$ cat src/hdl/pwsd_pkg.sv
// ----------------------------------------------------------------------------
// pwsd_pkg
// Shared widths, codes, reset values and types of the pulse width serial
// decoder.
// ----------------------------------------------------------------------------
package pwsd_pkg;

  // Field widths.
  localparam int unsigned LenW   = 24;
  localparam int unsigned KindW  = 3;
  localparam int unsigned ByteW  = 8;
  localparam int unsigned DirW   = 2;
  localparam int unsigned CountW = 3;
  localparam int unsigned CfgIdxW  = 3;
  localparam int unsigned CfgDataW = 24;

  // Result kinds.
  localparam logic [KindW-1:0] KIND_ERROR     = 3'd0;
  localparam logic [KindW-1:0] KIND_SYNC      = 3'd1;
  localparam logic [KindW-1:0] KIND_OUT_START = 3'd2;
  localparam logic [KindW-1:0] KIND_IN_START  = 3'd3;
  localparam logic [KindW-1:0] KIND_DATA      = 3'd4;

  // Transfer directions.
  localparam logic [DirW-1:0] DIR_UNKNOWN = 2'd0;
  localparam logic [DirW-1:0] DIR_OUT     = 2'd1;
  localparam logic [DirW-1:0] DIR_IN      = 2'd2;

  // Configuration register indexes.
  localparam logic [CfgIdxW-1:0] REG_TIMEOUT   = 3'd0;
  localparam logic [CfgIdxW-1:0] REG_SYNC      = 3'd1;
  localparam logic [CfgIdxW-1:0] REG_OUT_START = 3'd2;
  localparam logic [CfgIdxW-1:0] REG_IN_START  = 3'd3;
  localparam logic [CfgIdxW-1:0] REG_MSB_FIRST = 3'd4;

  // Configuration reset values.
  localparam logic [LenW-1:0] TIMEOUT_RESET   = 24'd300;
  localparam logic [LenW-1:0] SYNC_RESET      = 24'd250;
  localparam logic [LenW-1:0] OUT_START_RESET = 24'd140;
  localparam logic [LenW-1:0] IN_START_RESET  = 24'd70;
  localparam logic            MSB_FIRST_RESET = 1'b1;

  // Last bit position of a byte.
  localparam logic [CountW-1:0] LAST_BIT = 3'd7;

  // Configuration as seen by the decode logic.
  typedef struct packed {
    logic [LenW-1:0] timeout_limit;
    logic [LenW-1:0] sync_limit;
    logic [LenW-1:0] outbound_start_limit;
    logic [LenW-1:0] inbound_start_limit;
    logic            msb_first;
  } cfg_t;

  // Decoder state carried from item to item.
  typedef struct packed {
    logic [CountW-1:0] bit_counter;
    logic [ByteW-1:0]  byte_shift;
    logic [DirW-1:0]   current_direction;
  } state_t;

  // One result item and whether the item produced it.
  typedef struct packed {
    logic             valid;
    logic [KindW-1:0] frame_kind;
    logic [ByteW-1:0] byte_value;
    logic [DirW-1:0]  direction;
  } result_t;

endpackage

$ cat src/hdl/pwsd_decode.sv
// ----------------------------------------------------------------------------
// pwsd_decode
// Combinational decode of one pulse: classifies its length against the four
// limits, assembles data bits and yields the next state and the result.
// ----------------------------------------------------------------------------
module pwsd_decode (
  input  pwsd_pkg::cfg_t                 cfg,
  input  pwsd_pkg::state_t               state,
  input  logic [pwsd_pkg::LenW-1:0]      pulse_length,
  input  logic                           data_bit,
  output pwsd_pkg::state_t               state_next,
  output pwsd_pkg::result_t              result
);

  logic [pwsd_pkg::ByteW-1:0] bit_mask;
  logic [pwsd_pkg::ByteW-1:0] byte_merged;

  // Position of the incoming bit in the byte.
  always_comb begin
    if (cfg.msb_first) begin
      bit_mask = 8'h80 >> state.bit_counter;
    end else begin
      bit_mask = 8'h01 << state.bit_counter;
    end
    byte_merged = state.byte_shift | (data_bit ? bit_mask : '0);
  end

  // Classification in fixed priority order; the first limit exceeded wins.
  always_comb begin
    state_next = state;
    result.valid      = 1'b1;
    result.frame_kind = pwsd_pkg::KIND_DATA;
    result.byte_value = '0;
    result.direction  = state.current_direction;

    if (pulse_length > cfg.timeout_limit) begin
      result.frame_kind = pwsd_pkg::KIND_ERROR;
      state_next.current_direction = pwsd_pkg::DIR_UNKNOWN;
    end else if (pulse_length > cfg.sync_limit) begin
      result.frame_kind = pwsd_pkg::KIND_SYNC;
      state_next.current_direction = pwsd_pkg::DIR_UNKNOWN;
    end else if (pulse_length > cfg.outbound_start_limit) begin
      result.frame_kind = pwsd_pkg::KIND_OUT_START;
      state_next.current_direction = pwsd_pkg::DIR_OUT;
    end else if (pulse_length > cfg.inbound_start_limit) begin
      result.frame_kind = pwsd_pkg::KIND_IN_START;
      state_next.current_direction = pwsd_pkg::DIR_IN;
    end

    if (pulse_length > cfg.inbound_start_limit ||
        pulse_length > cfg.outbound_start_limit ||
        pulse_length > cfg.sync_limit ||
        pulse_length > cfg.timeout_limit) begin
      // Any framing pulse restarts the byte.
      state_next.bit_counter = '0;
      state_next.byte_shift  = '0;
      result.direction       = state_next.current_direction;
    end else if (state.bit_counter == pwsd_pkg::LAST_BIT) begin
      // Eighth bit completes the byte.
      result.byte_value      = byte_merged;
      state_next.bit_counter = '0;
      state_next.byte_shift  = '0;
    end else begin
      // Data bit inside a byte: no result yet.
      result.valid           = 1'b0;
      state_next.bit_counter = state.bit_counter + 1'b1;
      state_next.byte_shift  = byte_merged;
    end
  end

endmodule

$ cat src/hdl/pulse_width_serial_decoder.sv
// ----------------------------------------------------------------------------
// pulse_width_serial_decoder
// Decodes a pulse-width coded serial line from measured clock pulses.
// ----------------------------------------------------------------------------
// The block takes one pulse item per clock cycle and keeps that rate without
// gaps as long as results are taken. An item passes an input register, is
// decoded by one compare chain and bit merge, and its result (if any) is held
// in a result register, so a result reaches the outputs once its item has
// passed both registers. Framing pulses always give a result; data bits
// give one on every eighth bit. While a result waits in the result register,
// one more item is still accepted into the input register; that item then
// waits there, and the input stalls, until the result is taken. Configuration
// writes take effect at once and should only be made while no item is in
// flight.
module pulse_width_serial_decoder (
  input  logic                              clk,
  input  logic                              rst,
  // Configuration write port.
  input  logic                              cfg_en,
  input  logic [pwsd_pkg::CfgIdxW-1:0]      cfg_index,
  input  logic [pwsd_pkg::CfgDataW-1:0]     cfg_data,
  // Pulse items.
  input  logic                              in_valid,
  output logic                              in_ready,
  input  logic [pwsd_pkg::LenW-1:0]         pulse_length,
  input  logic                              data_bit,
  // Result items.
  output logic                              out_valid,
  input  logic                              out_ready,
  output logic [pwsd_pkg::KindW-1:0]        frame_kind,
  output logic [pwsd_pkg::ByteW-1:0]        byte_value,
  output logic [pwsd_pkg::DirW-1:0]         direction
);

  pwsd_pkg::cfg_t    cfg;
  pwsd_pkg::state_t  state;
  pwsd_pkg::state_t  state_next;
  pwsd_pkg::result_t result;

  logic                        in_held;
  logic [pwsd_pkg::LenW-1:0]   len_q;
  logic                        bit_q;
  logic                        advance;

  // Configuration registers.
  always_ff @(posedge clk) begin
    if (rst) begin
      cfg.timeout_limit        <= pwsd_pkg::TIMEOUT_RESET;
      cfg.sync_limit           <= pwsd_pkg::SYNC_RESET;
      cfg.outbound_start_limit <= pwsd_pkg::OUT_START_RESET;
      cfg.inbound_start_limit  <= pwsd_pkg::IN_START_RESET;
      cfg.msb_first            <= pwsd_pkg::MSB_FIRST_RESET;
    end else if (cfg_en) begin
      case (cfg_index)
        pwsd_pkg::REG_TIMEOUT:   cfg.timeout_limit        <= cfg_data;
        pwsd_pkg::REG_SYNC:      cfg.sync_limit           <= cfg_data;
        pwsd_pkg::REG_OUT_START: cfg.outbound_start_limit <= cfg_data;
        pwsd_pkg::REG_IN_START:  cfg.inbound_start_limit  <= cfg_data;
        pwsd_pkg::REG_MSB_FIRST: cfg.msb_first            <= cfg_data[0];
        default: ;
      endcase
    end
  end

  // The held item is decoded when the result register can take its result.
  assign advance  = in_held && (!out_valid || out_ready);
  assign in_ready = !in_held || advance;

  // Input register.
  always_ff @(posedge clk) begin
    if (rst) begin
      in_held <= 1'b0;
    end else if (in_ready) begin
      in_held <= in_valid;
    end
  end

  always_ff @(posedge clk) begin
    if (in_valid && in_ready) begin
      len_q <= pulse_length;
      bit_q <= data_bit;
    end
  end

  pwsd_decode u_decode (
    .cfg          (cfg),
    .state        (state),
    .pulse_length (len_q),
    .data_bit     (bit_q),
    .state_next   (state_next),
    .result       (result)
  );

  // Decoder state advances once per decoded item.
  always_ff @(posedge clk) begin
    if (rst) begin
      state.bit_counter       <= '0;
      state.byte_shift        <= '0;
      state.current_direction <= pwsd_pkg::DIR_UNKNOWN;
    end else if (advance) begin
      state <= state_next;
    end
  end

  // Result register.
  always_ff @(posedge clk) begin
    if (rst) begin
      out_valid <= 1'b0;
    end else if (advance && result.valid) begin
      out_valid <= 1'b1;
    end else if (out_ready) begin
      out_valid <= 1'b0;
    end
  end

  always_ff @(posedge clk) begin
    if (advance && result.valid) begin
      frame_kind <= result.frame_kind;
      byte_value <= result.byte_value;
      direction  <= result.direction;
    end
  end

endmodule

$ cat config.mk
export PLATFORM = sky130hd
export DESIGN_NAME = pulse_width_serial_decoder
export DESIGN_NICKNAME = d
export VERILOG_FILES = /design/src/hdl/pwsd_pkg.sv /design/src/hdl/pwsd_decode.sv /design/src/hdl/pulse_width_serial_decoder.sv
export SDC_FILE = /design/constraint.sdc
export NUM_CORES = 1
export LEC_CHECK = 0
export ABC_AREA = 0
export CORE_MARGIN = 5
export CORE_UTILIZATION = 35
export CTS_BUF_LIST = sky130_fd_sc_hd__clkbuf_16
export DETAILED_ROUTE_END_ITERATION = 7
export DONT_BUFFER_PORTS = 1
export GPL_TIMING_DRIVEN = 0
export PLACE_DENSITY = 0.48
export SYNTH_ARGS = -nofsm -noshare
export SYNTH_HDL_FRONTEND = slang
export SYNTH_SLANG_ARGS = --single-unit
$ cat constraint.sdc
create_clock -name clk -period 4.1 [get_ports clk]
set_input_delay 0 -clock clk [delete_from_list [all_inputs] [get_ports clk]]
set_output_delay 0 -clock clk [all_outputs]
set_load 0.03 [all_outputs]
==> tab_implementation.tex, run 1 <==
\begin{tabular}{lr}
\hline
Metric & Value \\
\hline
\multicolumn{2}{l}{\textbf{Layout}} \\
Share of cells above drive strength 1 & 0.0420 \\
Count of inserted antenna diode cells & 0 \\
Total area of multi-input combinational cells & between 3000 and 4000 um2 \\
Sequential cell area in the final layout & 3380 um2 \\
\# nets final & about 1.1k \\
Final cell count without fillers & 1,281 \\
Area growth, synth to finish & 19.6\% \\
Filler Cell Count & approximately 2.2k \\
\multicolumn{2}{l}{\textbf{Critical path}} \\
Critical Setup Path Class & reg -> reg \\
Most frequent cell on the critical path & sky130\_fd\_sc\_hd\_\_nand4\_1 \\
Path depth of the worst reg2reg path & 9 \\
Required time at the worst-slack endpoint & around 4200 ps \\
Crit start category & flip-flop \\
CP Max Fanout & 13 \\
Worst setup EP type & flip-flop \\
Critical path data arrival time & 3800 ps \\
Delay contributed by the slowest stage of the critical path & around 600 ps \\
Worst path slowest cell & sky130\_fd\_sc\_hd\_\_a21oi\_2 \\
Worst-path cell chain & ha\_1 -> nand4\_1 -> nor3\_1 -> nand4\_1 -> o211ai\_1 -> o21ai\_2 -> nand4\_4 -> inv\_2 -> a21oi\_2 \\
\multicolumn{2}{l}{\textbf{Synth}} \\
Synth top area cells & sky130\_fd\_sc\_hd\_\_dfxtp\_1, sky130\_fd\_sc\_hd\_\_ha\_1, sky130\_fd\_sc\_hd\_\_edfxtp\_1 \\
Net count after synthesis & approximately 1.1k \\
Most numerous cell in the Yosys netlist & sky130\_fd\_sc\_hd\_\_nand2\_1 \\
Mean instance size in the synthesized netlist & 8.59 um2 \\
Count of warnings emitted by yosys & 0 \\
Number of flops mapped to enable cells by yosys & 38 \\
Count of cell types in the netlist & 55 \\
Cell type with the highest aggregate area in the netlist & sky130\_fd\_sc\_hd\_\_dfxtp\_1 \\
Fraction of synthesis flops using an asynchronous set or reset pin & 0 \\
Cell count after synthesis & slightly above 900 \\
Number of register bits inferred by synthesis & 150 \\
Area fraction of the dominant cell type after synthesis & 0.285 \\
Proportion of synthesized chip area in sequential cells & 0.431 \\
Synthesized cell area & around 8000 um2 \\
Commonest cells in the synthesized netlist & sky130\_fd\_sc\_hd\_\_nand2\_1, sky130\_fd\_sc\_hd\_\_a21oi\_1, sky130\_fd\_sc\_hd\_\_dfxtp\_1, sky130\_fd\_sc\_hd\_\_ha\_1, sky130\_fd\_sc\_hd\_\_inv\_1 \\
Leading register cell type out of synthesis & sky130\_fd\_sc\_hd\_\_dfxtp\_1 \\
\multicolumn{2}{l}{\textbf{Timing}} \\
Pins Over Slew Limit & 0 \\
Clock skew after layout & $\sim$14 ps \\
Worst slew margin relative to its limit & 0.440 \\
Post-route fraction of the period consumed by the critical path & 0.913 \\
Actual slew at the worst max-slew pin & around 840 ps \\
Number of endpoints failing setup at the final stage & 0 \\
Post-route setup TNS & 0 ps \\
Time the final worst path needs with I/O delays and setup & between 3000 and 4000 ps \\
Setup repair after global routing missed its margin & no \\
Highest attainable clock frequency & between 0.2 and 0.3 GHz \\
Number of failing hold endpoints at the final stage & 0 \\
Final worst-path setup slack & 355 ps \\
\multicolumn{2}{l}{\textbf{Global routing}} \\
Global-route wire length before repair & $\sim$35,000 um \\
Total routing usage reported by global routing & 0.175 \\
Total congestion overflow after global routing & 0 \\
Maximum number of pins on one net before global-route repair & 26 \\
Number of antenna violations at the first check in global routing & 0 \\
Number of global-route vias before repair & roughly 6.1k \\
\multicolumn{2}{l}{\textbf{Drt}} \\
Vias & between 6k and 7k \\
Initial DRT Pass Iterations & 4 \\
Total length of routed wires & 22,000 um \\
Final ANT Viol Nets & 0 \\
Detail-routed via count per cell & about 5 \\
Wire length per cell & $\sim$17 um \\
Detailed-route DRC error count & 0 \\
First DRT Iteration DRCs & 323 \\
\multicolumn{2}{l}{\textbf{Clocking}} \\
CTS root buf & sky130\_fd\_sc\_hd\_\_clkbuf\_16 \\
Number of buffers added by the clock tree synthesis step & 17 \\
Insertion delay of the later-clocked pin in the worst-skew pair & $\sim$430 ps \\
Clock tree from TritonCTS & done \\
\# clock sinks & 150 \\
Max Buffers Root-to-Sink & 2 \\
Clock-pin slew on the worst setup and hold paths & roughly 60 ps \\
Htree depth & 4 \\
\multicolumn{2}{l}{\textbf{Floorplanning}} \\
\# rows & 54 \\
Die W & around 160 um \\
DIE HEIGHT & 160 um \\
Initial core utilization & 0.358 \\
Number of ports placed on the die boundary & just over 70 \\
Core footprint & 22,000 um2 \\
Full die area & between 20,000 and 30,000 um2 \\
\multicolumn{2}{l}{\textbf{Worst hold path}} \\
Worst min-delay path class & in -> reg \\
Hold path depth & 3 \\
\multicolumn{2}{l}{\textbf{Pwr}} \\
Power per cell area & 388 nW/um2 \\
Maximum resistive drop on vdd & $\sim$0.24 mV \\
Power after layout & $\sim$3.6 mW \\
Leakage & $\sim$3.5 nW \\
\multicolumn{2}{l}{\textbf{Run}} \\
Maximum Capacitance Violations & 0 \\
\multicolumn{2}{l}{\textbf{Placed design}} \\
Post-Place Worst Slack & -162 ps \\
Last weighted congestion value of the routability-driven placer & 0.825 \\
Placed wire-length estimate after detailed placement & around 16,000 um \\
\# placed instances & roughly 1.2k \\
I/O Buffers & 0 \\
\multicolumn{2}{l}{\textbf{Status}} \\
Status & complete, no violations \\
\hline
\end{tabular}
report_power, final:
| group | switching, mW | internal [mW] | leakage (nW) |
|---|---|---|---|
| Sequential | 0.0491 | 1.57 | 1.27 |
| Clock | 0.627 | 1.05 | 0.325 |
| Combinational | 0.205 | 0.143 | 1.94 |
| Total | 0.881 | 2.76 | 3.54 |
routing by layer:
metal / vias to the layer above / global-route usage / part of all wire
li1: 3280 / - / -
met1: 2851 / 0.250 / 0.51
met2: 93 / 0.274 / 0.44
met3: 17 / 0.0304 / 0.033
met4: 0 / 0.0501 / 0.013
met5: - / 0 / 0
stage by stage:
stage | hold slack, ps | instance area, um2 | utilization
final | 27.1 | 9390 | 0.428
after global routing | 69.8 | 9390 | 0.428
after CTS | 27.9 | 9390 | 0.428
after detailed placement | 98.9 | 8210 | 0.374
after global placement | 98.9 | 8210 | 0.374
after floorplan | 98.9 | 7860 | -
worst max-delay path, delay by kind of cell (launching register included):
kind | cells | cell delay, ps
AO/OA/AOI/OAI | 3 | 1200
adder cells (fa/ha/maj) | 1 | 370
AND/OR/NAND/NOR | 4 | 1190
flip-flops | 1 | 510
buffers and inverters | 1 | 90
placed cells by master, fill, tap and decap left out, types with 20 or more instances in the layout:
cell type | Yosys | layout
sky130_fd_sc_hd__dlygate4sd3_1 | 0 | 55
sky130_fd_sc_hd__clkbuf_16 | 0 | 20
sky130_fd_sc_hd__clkbuf_1 | 33 | 33
sky130_fd_sc_hd__inv_1 | 100 | 104
sky130_fd_sc_hd__nor2_1 | 21 | 21
sky130_fd_sc_hd__a21oi_1 | 129 | 128
sky130_fd_sc_hd__ha_1 | 102 | 102
sky130_fd_sc_hd__dfxtp_1 | 112 | 112
sky130_fd_sc_hd__nand2_1 | 215 | 215
sky130_fd_sc_hd__edfxtp_1 | 38 | 38
cell families after synthesis:
kind of cell / after synthesis / share of synthesized area
mux: 2 / 0.00255
compound gates: 201 / 0.154
fa+ha+maj: 102 / 0.162
buf+inv: 138 / 0.0669
flops: 150 / 0.431
simple gates: 321 / 0.184
flip-flops by register name, indices dropped and copies added (netlist names):
register	flops
byte_value	8
direction	2
len_q	24
bit_q	1
out_valid	1
in_held	1
frame_kind	3
state	13
cfg	97
final cells by class:
class,instances,area share
Multi-Input combinational cell,626,0.421
Clock inverter,12,0.0140
Tap cell,280,0.0373
Sequential cell,150,0.360
Buffer,36,0.0152
Clock buffer,20,0.0533
Timing Repair Buffer,55,0.0586
Inverter,102,0.0408
what timing repair did:
item	CTS	global route
setup buffers	0	0
hold endpoints to repair	124	0
hold buffers	55	0
gates resized for setup	1	0
endpoints found under the setup margin	13	0
final timing paths:
kind	start	endpoint	slack, ps
setup / recovery	len_q[23]$_DFFE_PP_	byte_value[5]$_SDFFCE_PP0P_	350
hold / removal	cfg_index[1]	cfg[57]$_SDFFE_PP0P_	30
setup reg to reg	len_q[23]$_DFFE_PP_	byte_value[5]$_SDFFCE_PP0P_	350
hold reg to reg	state[3]$_SDFFE_PP0P_	state[3]$_SDFFE_PP0P_	450
(Power assumes the default switching activity.)
==> inputs of run 2 (changes only) <==
- CORE_UTILIZATION: 35 -> 50
- PLACE_DENSITY: 0.48 -> 0.64
==> run 2 against run 1 <==
  * Sequential power is essentially flat
  * Combinational power is essentially flat
  * Routed wire length shrank 8.0%
  * Final area shrank 1.1%
  * Final cell count shrank 5.4%
  * Via count grew 3.3%
  * Global-route usage grew 5.3 points
  * Critical path type unchanged
  * Largest cell class unchanged
==> tab_implementation.tex, run 2 (synthesis gave the netlist of run 1 again) <==
\begin{tabular}{lr}
\hline
Metric & Value \\
\hline
\multicolumn{2}{l}{\textbf{Global routing}} \\
Maximum number of pins on one net before global-route repair & 26 (unchanged) \\
Total routing usage reported by global routing & 0.229 (was 0.175) \\
Number of antenna violations at the first check in global routing & 0 (unchanged) \\
Global-route wire length before repair & 32,600 um (was 34,800 um) \\
Total congestion overflow after global routing & 0 (unchanged) \\
Number of global-route vias before repair & 6,215 (was 6,135) \\
\multicolumn{2}{l}{\textbf{Layout}} \\
Sequential cell area in the final layout & 3380 um2 (unchanged) \\
Final std cell area, no fill & 9290 um2 (was 9390 um2) \\
Count of inserted antenna diode cells & 0 (unchanged) \\
Area growth, synth to finish & 18.3\% (was 19.6\%) \\
Largest register by flop count & cfg (unchanged) \\
Commonest non-fill, non-tap cells in the layout & sky130\_fd\_sc\_hd\_\_nand2\_1, sky130\_fd\_sc\_hd\_\_a21oi\_1, sky130\_fd\_sc\_hd\_\_dfxtp\_1, sky130\_fd\_sc\_hd\_\_inv\_1, sky130\_fd\_sc\_hd\_\_ha\_1 (unchanged) \\
Top Registers & cfg (97), len\_q (24), state (13) (unchanged) \\
\# nets final & 1,147 (unchanged) \\
Flip-flop count of the largest register after layout & 97 (unchanged) \\
Most common cell after layout, fill and taps aside & sky130\_fd\_sc\_hd\_\_nand2\_1 (unchanged) \\
Share of cells above drive strength 1 & 0.0410 (was 0.0420) \\
Filler Cell Count & 1,371 (was 2,199) \\
Total area of multi-input combinational cells & 3950 um2 (about the same) \\
\multicolumn{2}{l}{\textbf{Clocking}} \\
Number of buffers added by the clock tree synthesis step & 17 (unchanged) \\
\# clock sinks & 150 (unchanged) \\
Clock-pin slew on the worst setup and hold paths & 60 ps (about the same) \\
Setup bufs post-CTS & 0 (unchanged) \\
Insertion delay of the later-clocked pin in the worst-skew pair & 420 ps (was 430 ps) \\
Max Buffers Root-to-Sink & 2 (unchanged) \\
CTS root buf & sky130\_fd\_sc\_hd\_\_clkbuf\_16 (unchanged) \\
Clock tree from TritonCTS & done (unchanged) \\
Htree depth & 4 (unchanged) \\
\multicolumn{2}{l}{\textbf{Drt}} \\
Detail-routed via count per cell & 5.32 (was 4.87) \\
Vias & 6,447 (was 6,241) \\
Final ANT Viol Nets & 0 (unchanged) \\
Initial DRT Pass Iterations & 5 (was 4) \\
Wire length per cell & 16.7 um (was 17.2 um) \\
Detailed-route DRC error count & 0 (unchanged) \\
Total length of routed wires & 20,200 um (was 22,000 um) \\
First DRT Iteration DRCs & 403 (was 323) \\
\multicolumn{2}{l}{\textbf{Timing}} \\
Setup repair after global routing missed its margin & no (unchanged) \\
Number of endpoints failing setup at the final stage & 0 (unchanged) \\
Clock skew after layout & 8.30 ps (was 13.6 ps) \\
Highest attainable clock frequency & 0.264 GHz (was 0.267 GHz) \\
Post-route fraction of the period consumed by the critical path & 0.922 (was 0.913) \\
Time the final worst path needs with I/O delays and setup & 3780 ps (was 3750 ps) \\
Pins Over Slew Limit & 0 (unchanged) \\
Worst slew margin relative to its limit & 0.135 (was 0.440) \\
Actual slew at the worst max-slew pin & 1300 ps (was 837 ps) \\
Number of failing hold endpoints at the final stage & 0 (unchanged) \\
\multicolumn{2}{l}{\textbf{Placed design}} \\
Last weighted congestion value of the routability-driven placer & 0.871 (was 0.825) \\
I/O Buffers & 0 (unchanged) \\
Dpl cell area & 8120 um2 (was 8210 um2) \\
Placed wire-length estimate after detailed placement & 14,700 um (was 16,400 um) \\
\multicolumn{2}{l}{\textbf{Run}} \\
Maximum Capacitance Violations & 0 (unchanged) \\
\multicolumn{2}{l}{\textbf{Pwr}} \\
Leakage & 3.53 nW (was 3.54 nW) \\
Power after layout & 3.62 mW (was 3.64 mW) \\
Power per cell area & 390 nW/um2 (was 388 nW/um2) \\
Maximum resistive drop on vdd & 0.313 mV (was 0.241 mV) \\
\multicolumn{2}{l}{\textbf{Critical path}} \\
Critical Setup Path Class & reg -> reg (unchanged) \\
Worst setup EP type & flip-flop (unchanged) \\
CP Max Fanout & 13 (unchanged) \\
Crit start category & flip-flop (unchanged) \\
Critical path data arrival time & 3840 ps (was 3800 ps) \\
Path depth of the worst reg2reg path & 9 (unchanged) \\
Required time at the worst-slack endpoint & 4160 ps (about the same) \\
\multicolumn{2}{l}{\textbf{Worst hold path}} \\
Worst min-delay path class & in -> reg (unchanged) \\
Hold path depth & 2 (was 3) \\
\multicolumn{2}{l}{\textbf{Floorplanning}} \\
Initial core utilization & 0.513 (was 0.358) \\
Full die area & 18,300 um2 (was 25,500 um2) \\
\# rows & 45 (was 54) \\
Die W & 135 um (was 160 um) \\
Core footprint & 15,300 um2 (was 22,000 um2) \\
Number of ports placed on the die boundary & 72 (unchanged) \\
DIE HEIGHT & 135 um (was 160 um) \\
\multicolumn{2}{l}{\textbf{Status}} \\
Status & complete, no violations (unchanged) \\
\hline
\end{tabular}
## run 2: cell count changes in the layout (fill, tap and decap cells not counted), sizes merged
cell      before  now
bufinv         3    5
clkbuf        53   50
clkinvlp       0    1
## run 2: per-layer routing
metal,vias to the layer above,part of all wire,global-route usage
li1,3274,-,-
met1,2991,0.48,0.315
met2,157,0.45,0.360
met3,25,0.054,0.0531
met4,0,0.016,0.0672
met5,-,0,0
## run 2: stage by stage
| step | TNS (ps) | std cells | util | hold slack [ps] | worst slack (ps) |
|---|---|---|---|---|---|
| after detailed placement | -960 | 1125 | 0.530 | 98.9 | -74.4 |
| after CTS | 0 | 1212 | 0.607 | 33.8 | 367 |
| after floorplan | 0 | 914 | - | 98.9 | 1030 |
| after global placement | -1590 | 1125 | 0.530 | 98.9 | -123 |
| after global routing | 0 | 1212 | 0.607 | 74.8 | 175 |
| final | 0 | 1212 | 0.607 | 50.1 | 319 |
## run 2: path summary, 6_finish.rpt
check	end	from	slack [ps]
min reg2reg	cfg[82]$_SDFFE_PP0P_	cfg[82]$_SDFFE_PP0P_	450
max reg2reg	byte_value[1]$_SDFFCE_PP0P_	len_q[22]$_DFFE_PP_	320
min	state[0]$_SDFFE_PP0P_	rst	50
max	byte_value[1]$_SDFFCE_PP0P_	len_q[22]$_DFFE_PP_	320
## run 2: area by class of cell
cell class              instances  area share
clock inverters                15      0.0210
well taps                     211      0.0284
repair buffers                 55      0.0592
flip-flops and latches        150       0.364
plain buffers                  36      0.0153
multi-input cells             626       0.425
inverters                     102      0.0412
clock buffers                  17      0.0458
## run 2: critical path, cell delays in order, from the launching register on
cell and delay, ps:
sky130_fd_sc_hd__edfxtp_1 500, sky130_fd_sc_hd__ha_1 390, sky130_fd_sc_hd__nand4_1 120, sky130_fd_sc_hd__nor3_1 580, sky130_fd_sc_hd__nand4_1 360, sky130_fd_sc_hd__o211ai_1 380
sky130_fd_sc_hd__o21ai_2 190, sky130_fd_sc_hd__nand4_4 180, sky130_fd_sc_hd__inv_2 90, sky130_fd_sc_hd__a21oi_2 610
## run 2: power breakdown
part	switching, mW	internal (mW)	leakage, nW
sequential	0.0474	1.57	1.27
combinational	0.203	0.144	1.94
clock	0.601	1.06	0.316
## run 2: repair_timing
action | 4_1_cts | 5_1_grt
endpoints found under the hold margin | 124 | 0
hold buffers | 55 | 0
setup endpoints to repair | 13 | 0
gates resized for setup | 1 | 0
